[src/hw/rtl/mmcs_pkg.sv]
package mmcs_pkg;

    // pixel and buffer geometry
    localparam int PIX_W      = 16;
    localparam int MAX_PIXELS = 4096;
    localparam int ADDR_W     = $clog2(MAX_PIXELS);
    localparam int CNT_W      = ADDR_W + 1;
    localparam int PROD_W     = 2 * PIX_W;
    localparam int STAT_W     = 2;
    localparam int CFG_IDX_W  = 2;

    // divider step counter holds 0 .. PIX_W
    localparam int DIV_CNT_W  = $clog2(PIX_W + 1);

    // result status codes
    typedef enum logic [STAT_W-1:0] {
        STAT_OK    = 2'd0,
        STAT_FLAT  = 2'd1,
        STAT_EMPTY = 2'd2,
        STAT_TRUNC = 2'd3
    } status_t;

    // input command codes
    typedef enum logic {
        CMD_LOAD = 1'b0,
        CMD_READ = 1'b1
    } cmd_t;

    // configuration register indexes
    localparam logic [CFG_IDX_W-1:0] CFG_TARGET_LOW  = 2'd0;
    localparam logic [CFG_IDX_W-1:0] CFG_TARGET_HIGH = 2'd1;

    localparam logic [PIX_W-1:0] TARGET_LOW_RST  = '0;
    localparam logic [PIX_W-1:0] TARGET_HIGH_RST = '1;

    // control sequencer states
    typedef enum logic [2:0] {
        ST_IDLE,
        ST_FETCH,
        ST_MUL,
        ST_DIV,
        ST_DONE
    } state_t;

endpackage

[src/hw/rtl/mmcs_serial_div.sv]
module mmcs_serial_div
    import mmcs_pkg::*;
(
    input  logic              aclk,
    input  logic              aresetn,
    input  logic              start,
    input  logic [PROD_W-1:0] dividend,
    input  logic [PIX_W-1:0]  divisor,
    output logic              done,
    output logic [PIX_W-1:0]  quotient
);

    // restoring division, one quotient bit per cycle; the quotient is known
    // to fit in PIX_W bits, so the upper half of the dividend starts as remainder
    logic [PIX_W-1:0]     rem_reg, rem_next;
    logic [PIX_W-1:0]     shf_reg, shf_next;
    logic [DIV_CNT_W-1:0] cnt_reg, cnt_next;
    logic                 done_reg, done_next;
    logic [PIX_W:0]       trial;
    logic [PIX_W+1:0]     diff;
    logic                 ge;

    // one trial subtract per step
    always_comb begin
        trial     = {rem_reg, shf_reg[PIX_W-1]};
        diff      = {1'b0, trial} - {2'b00, divisor};
        ge        = ~diff[PIX_W+1];
        rem_next  = rem_reg;
        shf_next  = shf_reg;
        cnt_next  = cnt_reg;
        done_next = 1'b0;
        if (start) begin
            rem_next = dividend[PROD_W-1:PIX_W];
            shf_next = dividend[PIX_W-1:0];
            cnt_next = DIV_CNT_W'(PIX_W);
        end else if (cnt_reg != '0) begin
            rem_next  = ge ? diff[PIX_W-1:0] : trial[PIX_W-1:0];
            shf_next  = {shf_reg[PIX_W-2:0], ge};
            cnt_next  = cnt_reg - DIV_CNT_W'(1);
            done_next = (cnt_reg == DIV_CNT_W'(1));
        end
    end

    always_ff @(posedge aclk) begin
        if (!aresetn) begin
            cnt_reg  <= '0;
            done_reg <= 1'b0;
        end else begin
            cnt_reg  <= cnt_next;
            done_reg <= done_next;
        end
    end

    // datapath shift registers
    always_ff @(posedge aclk) begin
        rem_reg <= rem_next;
        shf_reg <= shf_next;
    end

    assign done     = done_reg;
    assign quotient = shf_reg;

endmodule

[config.mk]
export PLATFORM = sky130hd
export DESIGN_NAME = mmcs_serial_div
export DESIGN_NICKNAME = d
export VERILOG_FILES = /design/src/hw/rtl/mmcs_pkg.sv /design/src/hw/rtl/mmcs_serial_div.sv
export SDC_FILE = /design/constraint.sdc
export NUM_CORES = 1
export LEC_CHECK = 0
export ABC_CLOCK_PERIOD_IN_PS = 2600
export BUFFER_PORTS_ARGS = -buffer_cell sky130_fd_sc_hd__buf_2
export CORE_MARGIN = 5
export CORE_UTILIZATION = 48
export DETAILED_ROUTE_END_ITERATION = 16
export PLACE_DENSITY = 0.77
export SLEW_MARGIN = 20
export SYNTH_ARGS = -nofsm -noshare
export SYNTH_HDL_FRONTEND = slang
export SYNTH_SLANG_ARGS = --single-unit
[constraint.sdc]
create_clock -name aclk -period 2.6 [get_ports aclk]
set_clock_uncertainty 0.2 [all_clocks]
set_input_delay 0.13 -clock aclk [delete_from_list [all_inputs] [get_ports aclk]]
set_output_delay 0.13 -clock aclk [all_outputs]
set_load 0.05 [all_outputs]
# Yosys cells after proc, flatten, opt, wreduce, memory -nomap -nowiden
# Cells that the tools add are included.
# word_totals
inputBits	51
reg_bits	38
out_inout_bits	17
elab_cells	22
# op_classes
eq_ne	1
n_addsub	2
muxes	7
reduce_logical	4
bitwise	3
# op_table
op	count
16-bit two-way mux	5
17-bit by 16-bit subtractor with 18-bit output	1
5-bit two-way mux	2
5-bit by 1-bit equality test with 1-bit output, second input constant	1
5-bit nonzero test	1
5-bit by 1-bit subtractor with 5-bit output, second input constant	1
1-bit NOT	3
3-bit OR reduction	1
2-bit nonzero test	1
2-bit OR reduction	1

# Longest topological paths before layout
# depth
depth_word	4
depth_mapped	11
depth_no_buf	10

# Worst setup path after synthesis
# Ideal clock, no wire load.
# synth_timing
path_kind	register -> register
startpoint	register shf_reg[15] (netlist: quotient[15])
endpoint	register rem_reg[12], data pin
setup_time_ns	0.269
required_ns	2.131
period_less_slack_ns	2.894
slack_ns	-0.294
stages_incl_launch_ff	11
path_buffers	0
t_arrival_ns	2.425
cell_sequence	edfxtp_1 inv_1 ha_1 fa_1 nand2b_1 a211oi_1 o221ai_1 mux2i_1 o221ai_1 mux2i_1 o21ai_0
# synth_via
elab_chain_len	4
# synth_rtl
element	line_no	rtl
from (decl)	mmcs_serial_div.sv:16	logic [PIX_W-1:0] shf_reg, shf_next;
from (signal assigned)	mmcs_serial_div.sv:57	shf_reg <= shf_next;
17-bit by 16-bit subtractor with 18-bit output	mmcs_serial_div.sv:26	diff = {1'b0, trial} - {2'b00, divisor};
16-bit two-way mux	mmcs_serial_div.sv:37	rem_next = ge ? diff[PIX_W-1:0] : trial[PIX_W-1:0];
16-bit two-way mux	mmcs_serial_div.sv:36	end else if (cnt_reg != '0) begin
16-bit two-way mux	mmcs_serial_div.sv:32	if (start) begin
via rem_next[12]	mmcs_serial_div.sv:15	logic [PIX_W-1:0] rem_reg, rem_next;
to (signal assigned)	mmcs_serial_div.sv:56	rem_reg <= rem_next;
to (decl)	mmcs_serial_div.sv:15	
# The timed path passes the listed nets, and every way through them passes these cells. The select of a mux whose other input is x is not followed.
# A chain may end at the register's enable or synchronous reset.

# Worst setup path in the final report
# layout_timing
startpoint	register rem_reg[9]
endpoint	register rem_reg[6], data pin
# layout_via
elab_chain_len	4
# layout_rtl
element	line_no
17-bit by 16-bit subtractor with 18-bit output	mmcs_serial_div.sv:26
16-bit two-way mux	mmcs_serial_div.sv:37
16-bit two-way mux	mmcs_serial_div.sv:36
16-bit two-way mux	mmcs_serial_div.sv:32
via rem_next[6]	mmcs_serial_div.sv:15
# The timed path passes the listed nets, and every way through them passes these cells. The select of a mux whose other input is x is not followed.

==> reports/results.ini <==
[sta]
final-max-slew-violation-count = 0
period_needed_ns = 2.72
hold_viol = 0
maxSlewHeadroom_pct = 66.7
setup_slack_ns = -0.124
rsz0062_at_grt = yes
max_freq_mhz = 367
setup_viol_count_final = 13
period_share_pct = 105
worst_pin_slew_ns = 0.499
setup_tns_ns = -0.907

[die]
dieArea_um2 = 7130
ios = 68
core-area_um2 = 5440
die_h_um = 84.5
start_util_pct = 48.9
rows = 27
die_w_um = 84.5

[global_route]
grt_pass1_wl_mm = 11.3
track_usage_pct = 19.2
grt_max_degree = 31
grt-ovfl-total = 0
antenna_found_initial = 0
grt_pass1_vias = 2490

[power]
powerDensity_nw_per_um2 = 990
p_total_mw = 3.79
max-vdd-ir-drop_mv = 0.637
p_leak_nw = 1.74

[finish]
final_core_util_pct = 70.4
drive_above_1_share_pct = 38.1
fillers = 414
fin_area_um2 = 3830
num_antenna_cells = 0
multi_input_area_um2 = 1510
regArea_um2 = 1080
fin_nets = 466
syn2layout_area_growth_pct = 44.0

[placement]
portBuffers = 67
place_area_um2 = 3300
place_congestion = 0.826
placement.setup.worst_slack_ns = -0.151
dp_hpwl_mm = 4.71

[worst_setup_path]
slowest_delay_ns = 0.42
startpoint = rem_reg[9]$_DFFE_PP_
critPathLaunchType = flip-flop
crit_path_end_kind = flip-flop
crit_fanout = 4
critical_path_arrival_ns = 2.57
cp_num_buf_inv = 0
cp_cell_sequence = ha_1 -> a21oi_1 -> nor2_1 -> a211oi_1 -> nand2b_1 -> and3_4 -> mux2_4 -> mux2_2
slowest_stage = edfxtp_1
worstSetupPathType = flip-flop to flip-flop
timing.rr.start = rem_reg[9]$_DFFE_PP_
cp_top_family = multiplexers
critPathRequiredTime_ns = 2.45

[routing]
drtIter0Drc = 152
drt_wl_total_mm = 6.64
first_pass_iters = 4
drc = 0
viasPerCell = 5.15
ant_nets = 0
post_drt_wl_per_cell_um = 14.2
dr_total_vias = 2411

[worst_hold_path]
min_path_type = input pin to flip-flop
min-delay-start = divisor[0]

[logic_synthesis]
yosysWarningCount = 0
seq_area_frac_synth_pct = 40.6
synth.avg_cell_area_um2 = 10.3
ys_ff_latch = 38
ys.flop_type = edfxtp_1
syn_area_um2 = 2660
synthArstFlopShare_pct = 0
netlist_top_cells_area = edfxtp_1, ha_1, mux2_2, dfxtp_1, mux2i_1
yosysTopAreaCell = edfxtp_1
synth-edff-count = 32
ys_types = 48
synth_top_area_share_pct = 36.1
synth_nets = 329
syn_inst = 258

[run_status]
outcome = finished with violations
violations = setup timing

[cts]
cts_root_buf = clkbuf_8
insertion_delay_ns = 0.30
cts_buffers = 5
cts_tree = done
clk_pin_slew_ns = 0.08
cts_buffer_depth = 2
htreeDepth = 2
clock_sinks = 38

[job]
cap_violations = 0

cells in the final DEF (no fill, tap or decap), types with 6 or more instances in the layout:
cell type / instances
dlygate4sd3_1: 33
nand2_1: 20
ha_1: 17
mux2_2: 18
a21oi_1: 7
buf_4: 37
xnor2_1: 6
o21ai_0: 7
nor2_1: 16
edfxtp_1: 32
nor3_1: 7
o21ai_1: 7
inv_1: 23
mux2i_1: 9
dfxtp_1: 6
buf_2: 67
nand2b_1: 7
final cells by class:
cell class / count / share of cell area, %
clock buffer: 5 / 1.80
clock inverter: 3 / 0.425
inverter: 23 / 2.25
multi-input combinational: 188 / 39.3
sequential: 38 / 28.2
tap: 72 / 2.35
timing repair buffer: 139 / 25.7
routing by layer:
metal	track usage (%)	vias up	share of wire, %
li1	-	1214	-
met1	25.3	1132	44
met2	31.6	56	49
met3	4.71	9	4.9
met4	5.18	0	1.2
met5	0	-	0
cell usage after synthesis (7+ instances only):
| cell | n |
|---|---|
| nand2b_1 | 8 |
| mux2_2 | 19 |
| nand2_1 | 20 |
| o21ai_0 | 15 |
| ha_1 | 19 |
| mux2i_1 | 9 |
| edfxtp_1 | 32 |
| nor2_1 | 16 |
| a21oi_1 | 8 |
| inv_1 | 23 |
| nor3_1 | 7 |
worst paths after layout:
kind / endpoint / slack, ns / cells past startpoint
hold reg to reg: cnt_reg[1]$_SDFFE_PP0P_ / 0.31 / 2
setup reg to reg: rem_reg[6]$_DFFE_PP_ / -0.12 / 8
hold / removal: rem_reg[0]$_DFFE_PP_ / 0.18 / 4
setup / recovery: rem_reg[6]$_DFFE_PP_ / -0.12 / 8
where the power goes:
part           switching (mW)  leakage, nW  internal [mW]
logic                    1.23         1.32           1.09
clock network           0.223       0.0416          0.184
registers               0.121        0.380          0.943
repair_timing:
item | CTS | global route
gates resized for setup | 2 | 10
endpoints found under the setup margin | 12 | 13
hold endpoints to repair | 35 | 0
hold buffers | 33 | 0
pin swaps | 5 | 2
setup buffers | 7 | 1
logic make-up after synthesis:
logic type | after synthesis | synth area share [%]
and+or+nand+nor | 73 | 14.0
AOI/OAI and AO/OA | 57 | 15.0
DFF | 38 | 40.6
buffers and inverters | 32 | 5.97
muxes | 28 | 11.4
adders and majority gates | 20 | 9.69
xor gates and xnor gates | 10 | 3.29
worst min-delay path, cell delays in order:
cell and delay (ns):
buf_2 0.08, ha_2 0.12, mux2_2 0.13, o21ai_1 0.05
metrics by stage:
step | hold slack (ns) | instances
floorplan | 0.0579 | 258
global placement | 0.166 | 419
detailed placement | 0.171 | 419
CTS | 0.184 | 467
global route | 0.199 | 468
finish | 0.185 | 468
No activity file was read; power rests on OpenSTA's default activity.
